===== src/rtl/nrbp_pkg.sv =====
// shared types, constants and code builder for the nibble run-length bit packer
// no dependencies; imported by every module of the block
package nrbp_pkg;

  localparam int SYM_W      = 4;
  localparam int RUN_W      = 6;
  localparam int CODE_W     = 10;
  localparam int CODE_LEN_W = 4;
  localparam int CHUNK_W    = 2 * CODE_W;
  localparam int LEN_W      = 5;
  localparam int PEND_W     = 7;
  localparam int ACC_W      = CHUNK_W + PEND_W;
  localparam int CNT_W      = 5;
  localparam int TOTAL_W    = 19;
  localparam int BYTE_W     = 8;
  localparam int VALID_W    = 4;
  localparam int IN_TDATA_W  = 8;
  localparam int OUT_TDATA_W = 32;
  localparam int QUEUE_DEPTH = 4;
  localparam int QPTR_W      = 2;
  localparam int QCNT_W      = 3;

  localparam logic [RUN_W-1:0]      RUN_CAP   = 6'd33;
  localparam logic [CODE_LEN_W-1:0] LEN_SHORT = 4'd5;
  localparam logic [CODE_LEN_W-1:0] LEN_LONG  = 4'd10;
  localparam logic [TOTAL_W-1:0]    TOTAL_MAX = 19'h7FFFF;
  localparam logic [CNT_W-1:0]      BYTE_BITS = 5'd8;

  // one queue entry: the codes that one symbol causes, left-aligned
  typedef struct packed {
    logic [CHUNK_W-1:0] bits;
    logic [LEN_W-1:0]   len;
    logic               last;
  } chunk_t;

  // code of a run, left-aligned in CODE_W bits
  function automatic logic [CODE_W-1:0] run_code(input logic [SYM_W-1:0] sym,
                                                 input logic [RUN_W-1:0] run);
    logic [RUN_W-1:0] len_m2;
    len_m2 = run - 6'd2;
    if (run < 6'd2) begin
      run_code = {1'b0, sym, 5'b0};
    end else begin
      run_code = {1'b1, sym, len_m2[4:0]};
    end
  endfunction

  function automatic logic [CODE_LEN_W-1:0] run_len(input logic [RUN_W-1:0] run);
    run_len = (run < 6'd2) ? LEN_SHORT : LEN_LONG;
  endfunction

endpackage


===== src/rtl/nrbp_front.sv =====
// front end: tracks the current run and turns each symbol that closes a run or ends the stream into a chunk of codes
// depends on nrbp_pkg
module nrbp_front (
  input  logic                  clk,
  input  logic                  rst_n,
  input  logic                  in_fire,
  input  logic [3:0]            in_sym,
  input  logic                  in_last,
  output logic                  push,
  output nrbp_pkg::chunk_t      push_data
);
  import nrbp_pkg::*;

  logic [SYM_W-1:0] prev_symbol_r, prev_symbol_nxt;
  logic [RUN_W-1:0] run_length_r, run_length_nxt;
  logic             have_prev_r, have_prev_nxt;

  logic [SYM_W-1:0]      cur_sym;
  logic [RUN_W-1:0]      cur_run;
  logic                  a_en;
  logic [CODE_W-1:0]     a_code, b_code;
  logic [CODE_LEN_W-1:0] a_len, b_len;
  logic [CHUNK_W-1:0]    b_shift;

  // run tracking and code selection
  always_comb begin
    a_en    = 1'b0;
    cur_sym = in_sym;
    cur_run = 6'd1;
    if (have_prev_r && in_sym == prev_symbol_r && run_length_r < RUN_CAP) begin
      cur_sym = prev_symbol_r;
      cur_run = run_length_r + 6'd1;
    end else if (have_prev_r) begin
      a_en = 1'b1;
    end
    a_code = a_en ? run_code(prev_symbol_r, run_length_r) : '0;
    a_len  = a_en ? run_len(run_length_r) : '0;
    b_code = in_last ? run_code(cur_sym, cur_run) : '0;
    b_len  = in_last ? run_len(cur_run) : '0;
    b_shift = {b_code, {CODE_W{1'b0}}} >> a_len;

    push_data.bits = {a_code, {CODE_W{1'b0}}} | b_shift;
    push_data.len  = {1'b0, a_len} + {1'b0, b_len};
    push_data.last = in_last;
    push           = in_fire && (a_en || in_last);

    prev_symbol_nxt = prev_symbol_r;
    run_length_nxt  = run_length_r;
    have_prev_nxt   = have_prev_r;
    if (in_fire) begin
      if (in_last) begin
        prev_symbol_nxt = '0;
        run_length_nxt  = '0;
        have_prev_nxt   = 1'b0;
      end else begin
        prev_symbol_nxt = cur_sym;
        run_length_nxt  = cur_run;
        have_prev_nxt   = 1'b1;
      end
    end
  end

  // run state registers
  always_ff @(posedge clk) begin
    if (!rst_n) begin
      prev_symbol_r <= '0;
      run_length_r  <= '0;
      have_prev_r   <= 1'b0;
    end else begin
      prev_symbol_r <= prev_symbol_nxt;
      run_length_r  <= run_length_nxt;
      have_prev_r   <= have_prev_nxt;
    end
  end

endmodule


===== src/rtl/nrbp_fifo.sv =====
// short chunk queue between the front end and the bit packer
// depends on nrbp_pkg
module nrbp_fifo (
  input  logic              clk,
  input  logic              rst_n,
  input  logic              push,
  input  nrbp_pkg::chunk_t  push_data,
  output logic              full,
  input  logic              pop,
  output logic              not_empty,
  output nrbp_pkg::chunk_t  pop_data
);
  import nrbp_pkg::*;

  chunk_t            mem_r [QUEUE_DEPTH];
  logic [QPTR_W-1:0] wr_ptr_r, wr_ptr_nxt;
  logic [QPTR_W-1:0] rd_ptr_r, rd_ptr_nxt;
  logic [QCNT_W-1:0] count_r, count_nxt;

  assign full      = (count_r == QCNT_W'(QUEUE_DEPTH));
  assign not_empty = (count_r != '0);
  assign pop_data  = mem_r[rd_ptr_r];

  // pointer and occupancy update
  always_comb begin
    wr_ptr_nxt = push ? wr_ptr_r + 1'b1 : wr_ptr_r;
    rd_ptr_nxt = pop ? rd_ptr_r + 1'b1 : rd_ptr_r;
    count_nxt  = count_r + QCNT_W'(push) - QCNT_W'(pop);
  end

  always_ff @(posedge clk) begin
    if (!rst_n) begin
      wr_ptr_r <= '0;
      rd_ptr_r <= '0;
      count_r  <= '0;
    end else begin
      wr_ptr_r <= wr_ptr_nxt;
      rd_ptr_r <= rd_ptr_nxt;
      count_r  <= count_nxt;
    end
  end

  // entry storage
  always_ff @(posedge clk) begin
    if (push) begin
      mem_r[wr_ptr_r] <= push_data;
    end
  end

endmodule


===== src/rtl/nrbp_back.sv =====
// back end: merges chunks into a bit accumulator and sends out one byte per transfer
// depends on nrbp_pkg
module nrbp_back (
  input  logic                         clk,
  input  logic                         rst_n,
  input  logic                         q_not_empty,
  input  nrbp_pkg::chunk_t             q_data,
  output logic                         q_pop,
  output logic                         out_tvalid,
  input  logic                         out_tready,
  output logic [nrbp_pkg::BYTE_W-1:0]  out_byte,
  output logic [nrbp_pkg::VALID_W-1:0] out_valid_bits,
  output logic                         out_end,
  output logic [nrbp_pkg::TOTAL_W-1:0] out_total
);
  import nrbp_pkg::*;

  logic [ACC_W-1:0]   acc_r, acc_nxt, acc_e;
  logic [CNT_W-1:0]   cnt_r, cnt_nxt, cnt_e;
  logic               last_r, last_nxt, last_e;
  logic [TOTAL_W-1:0] total_r, total_nxt, total_e;
  logic [TOTAL_W:0]   total_sum;

  logic               oval_r, oval_nxt;
  logic [BYTE_W-1:0]  obyte_r, obyte_nxt;
  logic [VALID_W-1:0] ovb_r, ovb_nxt;
  logic               oend_r, oend_nxt;
  logic [TOTAL_W-1:0] otot_r, otot_nxt;

  logic need_emit, out_free, emit, final_byte;

  assign out_tvalid     = oval_r;
  assign out_byte       = obyte_r;
  assign out_valid_bits = ovb_r;
  assign out_end        = oend_r;
  assign out_total      = otot_r;

  always_comb begin
    // byte emission from the accumulator
    need_emit  = last_r || (cnt_r >= BYTE_BITS);
    out_free   = !oval_r || out_tready;
    emit       = need_emit && out_free;
    final_byte = last_r && (cnt_r <= BYTE_BITS);

    acc_e   = acc_r;
    cnt_e   = cnt_r;
    last_e  = last_r;
    total_e = total_r;
    if (emit) begin
      if (final_byte) begin
        acc_e   = '0;
        cnt_e   = '0;
        last_e  = 1'b0;
        total_e = '0;
      end else begin
        acc_e = acc_r << BYTE_W;
        cnt_e = cnt_r - BYTE_BITS;
      end
    end

    // merge the next chunk once less than a full byte is left to send
    q_pop     = q_not_empty && !last_e && (cnt_e < BYTE_BITS);
    total_sum = {1'b0, total_e} + (TOTAL_W+1)'(q_data.len);
    acc_nxt   = acc_e;
    cnt_nxt   = cnt_e;
    last_nxt  = last_e;
    total_nxt = total_e;
    if (q_pop) begin
      acc_nxt   = acc_e | ({q_data.bits, {PEND_W{1'b0}}} >> cnt_e[2:0]);
      cnt_nxt   = cnt_e + q_data.len;
      last_nxt  = q_data.last;
      total_nxt = total_sum[TOTAL_W] ? TOTAL_MAX : total_sum[TOTAL_W-1:0];
    end

    // output register
    oval_nxt  = oval_r;
    obyte_nxt = obyte_r;
    ovb_nxt   = ovb_r;
    oend_nxt  = oend_r;
    otot_nxt  = otot_r;
    if (emit) begin
      oval_nxt  = 1'b1;
      obyte_nxt = acc_r[ACC_W-1 -: BYTE_W];
      ovb_nxt   = final_byte ? cnt_r[VALID_W-1:0] : VALID_W'(BYTE_W);
      oend_nxt  = final_byte;
      otot_nxt  = final_byte ? total_r : '0;
    end else if (out_tready) begin
      oval_nxt = 1'b0;
    end
  end

  // control state
  always_ff @(posedge clk) begin
    if (!rst_n) begin
      acc_r   <= '0;
      cnt_r   <= '0;
      last_r  <= 1'b0;
      total_r <= '0;
      oval_r  <= 1'b0;
    end else begin
      acc_r   <= acc_nxt;
      cnt_r   <= cnt_nxt;
      last_r  <= last_nxt;
      total_r <= total_nxt;
      oval_r  <= oval_nxt;
    end
  end

  // output payload
  always_ff @(posedge clk) begin
    obyte_r <= obyte_nxt;
    ovb_r   <= ovb_nxt;
    oend_r  <= oend_nxt;
    otot_r  <= otot_nxt;
  end

endmodule


===== src/rtl/nibble_rle_bit_packer_top.sv =====
// nibble run-length coder with msb-first byte packing, top level
// path: a byte that a symbol completes passes the queue write, the accumulator merge and the
// output register before out_tvalid rises, when queue and packer are idle
// throughput: one symbol per cycle while the queue has room; the packer sends one byte per
// cycle unless out_tready holds it back, and takes no new chunk until under a byte remains
// reset: synchronous, active low rst_n; run state, queue pointers, accumulator, out_tvalid clear
module nibble_rle_bit_packer_top (
  input  logic                               clk,
  input  logic                               rst_n,
  input  logic                               in_tvalid,
  output logic                               in_tready,
  input  logic [nrbp_pkg::IN_TDATA_W-1:0]    in_tdata,   // [3:0] symbol, [7:4] zero
  input  logic                               in_tlast,   // last_symbol
  output logic                               out_tvalid,
  input  logic                               out_tready,
  // [7:0] out_byte, [11:8] valid_bits, [30:12] total_bits
  output logic [nrbp_pkg::OUT_TDATA_W-1:0]   out_tdata,
  output logic                               out_tlast   // stream_end
);
  import nrbp_pkg::*;

  logic               in_fire;
  logic               push, full, pop, not_empty;
  chunk_t             push_data, pop_data;
  logic [BYTE_W-1:0]  out_byte;
  logic [VALID_W-1:0] valid_bits;
  logic [TOTAL_W-1:0] total_bits;

  assign in_tready = !full;
  assign in_fire   = in_tvalid && in_tready;

  // run tracking
  nrbp_front u_front (
    .clk       (clk),
    .rst_n     (rst_n),
    .in_fire   (in_fire),
    .in_sym    (in_tdata[SYM_W-1:0]),
    .in_last   (in_tlast),
    .push      (push),
    .push_data (push_data)
  );

  // chunk queue
  nrbp_fifo u_fifo (
    .clk       (clk),
    .rst_n     (rst_n),
    .push      (push),
    .push_data (push_data),
    .full      (full),
    .pop       (pop),
    .not_empty (not_empty),
    .pop_data  (pop_data)
  );

  // bit packer
  nrbp_back u_back (
    .clk            (clk),
    .rst_n          (rst_n),
    .q_not_empty    (not_empty),
    .q_data         (pop_data),
    .q_pop          (pop),
    .out_tvalid     (out_tvalid),
    .out_tready     (out_tready),
    .out_byte       (out_byte),
    .out_valid_bits (valid_bits),
    .out_end        (out_tlast),
    .out_total      (total_bits)
  );

  assign out_tdata = {1'b0, total_bits, valid_bits, out_byte};

endmodule

===== config.mk =====
export PLATFORM = sky130hd
export DESIGN_NAME = nibble_rle_bit_packer_top
export DESIGN_NICKNAME = d
export VERILOG_FILES = /design/src/rtl/nrbp_pkg.sv /design/src/rtl/nrbp_front.sv /design/src/rtl/nrbp_fifo.sv /design/src/rtl/nrbp_back.sv /design/src/rtl/nibble_rle_bit_packer_top.sv
export SDC_FILE = /design/constraint.sdc
export NUM_CORES = 1
export LEC_CHECK = 0
export BUFFER_PORTS_ARGS = -buffer_cell sky130_fd_sc_hd__buf_2
export CAP_MARGIN = 20
export CORE_ASPECT_RATIO = 1.5
export CORE_MARGIN = 8
export CORE_UTILIZATION = 45
export CTS_BUF_LIST = sky130_fd_sc_hd__clkbuf_8
export DETAILED_ROUTE_END_ITERATION = 8
export RECOVER_POWER = 50
export SYNTH_ARGS = -nofsm -noshare
export SYNTH_HDL_FRONTEND = slang
export SYNTH_SLANG_ARGS = --single-unit

===== constraint.sdc =====
create_clock -name clk -period 5.9 [get_ports clk]
set_clock_uncertainty 0.15 [all_clocks]
set_input_delay 1.18 -clock clk [delete_from_list [all_inputs] [get_ports clk]]
set_output_delay 1.18 -clock clk [all_outputs]
set_load 0.005 [all_outputs]

* Word-level counts from Yosys, hierarchy flattened *
Memories as Yosys holds them, arrays and structs flattened. A register that Yosys moved wholly into a read port is not among the register bits.
Index checks and enable logic that the tools add are counted.

word-level totals
  register bits = 103
  RAM bits = 104
  bits of input ports = 13
  output and inout port bits = 35
  memories = 1

cells by class
  $add $sub $neg = 11
  magnitude comparators = 6
  equality and inequality tests = 2
  shift-type cells = 2
  mux-type cells = 34
  bitwise gates (word level) = 2
  reductions and logical operators = 16

memory list
  memory        words  width  rd ports  clocked after Yosys merged registers in  wr ports  line             RTL
  u_fifo.mem_r  4      26     1         1                                        1         nrbp_fifo.sv:15  chunk_t mem_r [QUEUE_DEPTH];

operators with widths
  kind                                                  number
  2-to-1 mux 27 bit                                     3
  2-to-1 mux 19 bit                                     4
  2-to-1 mux 10 bit                                     4
  bitwise OR 27 bit                                     1
  right shift 27 x 3 -> 27 bit                          1
  2-to-1 mux 4 bit                                      6
  adder 19 x 5 -> 20 bit                                1
  bitwise OR 20 bit                                     1
  right shift 20 x 4 -> 20 bit                          1
  2-to-1 mux 5 bit                                      3
  < comparator 6 x 2 -> 1 bit (second input constant)   2
  2-to-1 mux 6 bit                                      2
  2-to-1 mux 1 bit                                      10
  subtractor 5 x 2 -> 5 bit (second input constant)     2
  logical AND 1 bit                                     8
  adder 6 x 1 -> 6 bit (second input constant)          1
  < comparator 6 bit (second input constant)            1
  adder 4 x 4 -> 5 bit                                  1
  adder 5 bit                                           1
  >= comparator 5 x 4 -> 1 bit (second input constant)  1
  <= comparator 5 x 4 -> 1 bit (second input constant)  1
  < comparator 5 x 4 -> 1 bit (second input constant)   1
  subtractor 5 x 4 -> 5 bit (second input constant)     1
  adder 2 x 1 -> 2 bit (second input constant)          2
  9 further kinds                                       14

* Longest topological paths before layout *
  depth in word-level cells = 9
  gate-level depth with buffers = 17
  gate-level depth less buffers = 14

* By module *
Synthesis repeated with hierarchy kept, for this count alone.

second synthesis, totals
  cells, all modules = 874
  area total of the unflattened synthesis = 10157.2 µm²

modules (own cells, without submodules)
  module                     times used  cells each  area each (µm²)
  nrbp_back                  1           537         4742.0
  nrbp_fifo                  1           179         4241.6
  nrbp_front                 1           154         1152.4
  nibble_rle_bit_packer_top  1           4           21.3

* Least setup slack after synthesis *
Ideal clock, no wire load.

  path kind = input port to flip-flop
  start = input out_tready
  end = register u_back.total_r[18]
  setup time = 0.131 ns
  arrival time = 3.711 ns
  data required time = 5.619 ns
  path slack = 1.908 ns
  stages on the path = 15
  buffers on the path = 3
  cell sequence = nand2b_1 > buf_6 > o2111ai_2 > buf_4 > buf_2 > and2_1 > ha_1 > inv_1 > fa_1 > nor2b_1 > o31a_1 > o2111ai_1 > nor4_1 > xnor2_1 > o21ai_0

on the way
  longest elaborated chain between the ends = 7

ends and longest elaborated chain
  item                                                            line                             RTL
  start, declared                                                 nibble_rle_bit_packer_top.sv:15  input logic out_tready,
  logical OR 1 bit *                                              nrbp_back.sv:41                  out_free = !oval_r || out_tready;
  logical AND 1 bit *                                             nrbp_back.sv:42                  emit = need_emit && out_free;
  branches (longest 4 deep; another with adder 19 x 5 -> 20 bit)  n/a
  2-to-1 mux 19 bit *                                             nrbp_back.sv:68                  if (q_pop) begin
  end signal, assigned                                            nrbp_back.sv:104                 total_r <= total_nxt;
  end, declared                                                   nrbp_back.sv:21                  logic [TOTAL_W-1:0] total_r, total_nxt, total_e;

Mark *: on every way between the ends.
A chain may end at the register's enable or synchronous reset.

* Worst setup path after layout *
  start = input rst_n
  end = register u_back.total_r[7]

RTL lines
  item             line                            RTL
  start, declared  nibble_rle_bit_packer_top.sv:9  input logic rst_n,

No word-level cell between the ends.

==> summary.md <==
| Metric | Value |
|---|---|
| Peak per-stage delay on the critical path | `1.25 ns` |
| Violations in the final reports | `capacitance limit, slew limit` |
| Routed wire length on met2 | `12000 um` |
| Cells along the critical path | `buf_2 > clkbuf_1 > inv_1 > clkbuf_1 > a211oi_1` |
| Crit share post-route | `0.732` |
| Area taken by flip-flops and latches | `5550 um^2` |
| Post-synthesis instance area | `10100 um^2` |
| DPL Wire Length | `15600 um` |
| Endpoint of the most critical register-to-register path | `u_fifo.count_r[2]` |
| Post-synthesis async set-or-reset flop share | `0` |
| Leakage component of the power | `4.02 nW` |
| Sort of element at the start of the critical path | `primary input` |
| Worst reg2reg startpoint | `u_back.cnt_r[3]` |
| Depth of the worst register-to-register path | `13` |
| Unrepaired setup endpoints after global routing | `no` |
| Antenna violations before repair | `0` |
| Source of the critical timing path | `rst_n` |
| Ant. Diodes | `0` |
| Gates resized, CTS repair | `0` |
| First-pass GRT wire length | `37500 um` |
| Slew @ Worst Pin | `1.80 ns` |
| Total GRT Usage | `0.166` |
| Port Buffer Count | `42` |
| Flip-flop cell with the highest count after synthesis | `sky130_fd_sc_hd__edfxtp_1` |
| Critical path type | `in -> reg` |
| Period minus WS final | `4.32 ns` |
| Clock transition time at the flip-flop clock pins of the worst setup and hold paths | `0.07 ns` |
| Power density of the placed cells | `454 nW/um^2` |
| CP required | `6.17 ns` |
| Core area | `22200 um^2` |
| CTS Buffer Depth | `3` |
| Total of endpoints with negative setup slack in the final report | `0` |
| Critical-path maximum fanout | `32` |
| Total number of placement rows | `67` |
| Met1 WL | `9040 um` |
| Vias per Instance | `5.67` |
| Total Die Area | `27700 um^2` |
| Post-CTS setup buffer count | `0` |
| Final Hold Fails | `0` |
| First-pass detailed-route iteration total | `6` |
| Total detailed-routing wirelength | `23000 um` |
| Quantity of hold-fixing buffers added after cts | `0` |
| Type of the most critical hold path | `reg -> reg` |
| Final-stage net count | `988` |
| Post-synth EDFFs | `136` |
| Slew margin rel. | `-0.200` |
| H-Tree Level Count | `2` |
| Effective utilization at floorplan | `0.456` |
| Num Clock Sinks | `209` |
| Clock Latency Late Sink | `0.53 ns` |
| Run status | `complete, but fails checks` |
| Area added between synthesis and finish | `10.7%` |
| Arrival @ worst endpoint | `4.59 ns` |
| Inserted Clock Buffers | `34` |
| Average wire per standard cell | `18.4 um` |
| Max Cap Violations | `3` |
| Layout fillers | `1997` |
| Aggregate negative setup slack | `0 ns` |
| Top layer reached by signal wires | `met4` |
| Pins over their slew limit | `115` |
| Synthesized instance count | `890` |
| Aggregate global routing overflow | `0` |
| Most common cell after layout, fill and taps aside | `sky130_fd_sc_hd__edfxtp_1` |
| Die X-Extent | `139 um` |
| Peak ir drop on the vdd network | `223 uV` |
| Capturing element type of the critical path | `flop` |
| Chip height | `200 um` |
| Multi-input combinational cell area | `4250 um^2` |
| Highest-delay cell along the critical path | `sky130_fd_sc_hd__clkbuf_1` |
| CP most frequent cell | `sky130_fd_sc_hd__clkbuf_1` |
| Post-Layout Inst Area | `11200 um^2` |
| Antenna Violating Nets Remaining | `0` |
| Most frequent cells in the layout | `sky130_fd_sc_hd__edfxtp_1 (136), sky130_fd_sc_hd__nand2_1 (91), sky130_fd_sc_hd__dfxtp_1 (72)` |
| Vias in the first global route | `7139` |
| Critical Path Sink | `u_back.total_r[7]` |
| Pin count of the biggest net entering global routing | `52` |
| CTS tree | `done` |
| Number of library cell types mapped by synthesis | `77` |
| Yosys warns | `0` |
| Maximum clock rate | `232 MHz` |
| Cell chosen for the clock root | `sky130_fd_sc_hd__clkbuf_8` |
| Placed standard-cell area | `10600 um^2` |
| Final weighted congestion in routability-driven placement | `0.888` |
| Layout cells sized above 1 | `0.117` |
| Hold-critical path depth | `0` |
| Detailed-routed wire length on met3 | `1060 um` |
| Number of placed I/O pins | `48` |
| Mean instance size in the synthesized netlist | `11.4 um^2` |
| Via count | `7071` |
| Number of remaining DRC errors | `0` |
| Sequential share of the synthesized area | `0.547` |
| DR iter-0 viols | `481` |
| FF-to-FF setup slack | `1.95 ns` |
| FF+latch count, synth | `209` |
==> final cells by class <==
| cell class | instances | area share |
|---|---|---|
| flip-flops and latches | 209 | 0.495 |
| repair buffers | 52 | 0.0212 |
| clock inverters | 25 | 0.0179 |
| multi-input cells | 615 | 0.379 |
| clock buffers | 37 | 0.0454 |
| inverters | 33 | 0.0110 |
| well taps | 276 | 0.0308 |
==> through the flow <==
stage | worst slack, ns | hold WS (ns) | std cells | utilization | total power, mW
2_1_floorplan | 1.91 | 0.258 | 914 | - | 3.35
3_3_place_gp | 1.33 | 0.265 | 1185 | 0.475 | 3.81
3_5_place_dp | 1.33 | 0.266 | 1185 | 0.475 | 3.82
4_1_cts | 1.86 | 0.278 | 1247 | 0.507 | 5.15
5_1_grt | 1.41 | 0.292 | 1247 | 0.505 | 5.40
6_report | 1.58 | 0.276 | 1247 | 0.505 | 5.09
==> synth_stat cells (all sizes together), types with 5 or more instances <==
| cell type | instances | area [um^2] |
|---|---|---|
| nor3b | 5 | 42.5 |
| xnor2 | 19 | 166 |
| and4 | 6 | 52.6 |
| buf | 29 | 190 |
| and2 | 32 | 200 |
| o2111ai | 9 | 85.1 |
| dfxtp | 73 | 1460 |
| ha | 26 | 325 |
| nand2 | 95 | 377 |
| o211ai | 7 | 57.6 |
| o22ai | 6 | 37.5 |
| nor3 | 20 | 105 |
| o21ai | 42 | 210 |
| mux4 | 23 | 518 |
| a221o | 7 | 70.1 |
| and3 | 14 | 87.6 |
| a211oi | 8 | 60.1 |
| or2 | 5 | 31.3 |
| nor2 | 56 | 213 |
| mux2i | 14 | 140 |
| a31oi | 9 | 62.6 |
| nand3 | 33 | 165 |
| nand2b | 5 | 31.3 |
| a32oi | 5 | 43.8 |
| nor4 | 10 | 77.6 |
| edfxtp | 136 | 4080 |
| xor2 | 12 | 105 |
| nand4 | 16 | 100 |
| o31a | 7 | 61.3 |
| a21oi | 43 | 215 |
| inv | 33 | 124 |
| clkbuf | 28 | 105 |
==> logic make-up after synthesis <==
family | Yosys count | synth area share
adder cells (fa/ha/maj) | 30 | 0.0400
other | 1 | 0.000370
XOR/XNOR | 31 | 0.0268
buffers and inverters | 90 | 0.0414
AND/OR/NAND/NOR | 310 | 0.156
AO/OA/AOI/OAI | 178 | 0.119
flip-flops | 209 | 0.547
multiplexers | 41 | 0.0694
==> where the power goes <==
| part | internal (mW) | switching (mW) | total [mW] | leakage, nW |
|---|---|---|---|---|
| Sequential | 1.87 | 0.147 | 2.02 | 1.89 |
| Combinational | 0.602 | 1.16 | 1.76 | 1.74 |
| Clock | 0.721 | 0.590 | 1.31 | 0.389 |
| Total | 3.19 | 1.89 | 5.09 | 4.02 |
==> routing by layer <==
metal / global-route usage / vias up
met2: 0.309 / 175
met5: 0 / -
met1: 0.180 / 3422
met4: 0.0812 / 0
met3: 0.0303 / 57
li1: - / 3417
==> registers in the layout (all words and copies together), names as in the netlist, named ones only <==
name                   count
u_back.total_r            19
u_fifo.count_r             3
u_back.out_tvalid          1
u_front.prev_symbol_r      4
u_back.acc_r              27
u_front.have_prev_r        1
u_fifo.mem_r             104
u_back.out_byte            8
u_back.cnt_r               5
u_back.out_total          19
u_front.run_length_r       6
u_back.out_valid_bits      4
u_fifo.rd_ptr_r            2
u_fifo.wr_ptr_r            2
u_back.last_r              1
u_back.out_end             1
==> how the worst min path moves through the flow <==
| stage | endpoint | slack, ns | start |
|---|---|---|---|
| global route | u_back.out_byte[1] | 0.29 | u_back.acc_r[20] |
| CTS | u_back.out_byte[1] | 0.28 | u_back.acc_r[20] |
| finish | u_back.out_byte[1] | 0.28 | u_back.acc_r[20] |
| detailed placement | u_back.out_byte[5] | 0.27 | u_back.acc_r[24] |
| global placement | u_back.out_byte[7] | 0.27 | u_back.acc_r[26] |
| floorplan | u_back.out_byte[0] | 0.26 | u_back.acc_r[19] |
==> critical path, delay by kind of cell <==
family	cells	cell delay [ns]
compound gates	1	0.42
buf+inv	4	2.94
No activity file was read; power rests on OpenSTA's default activity.
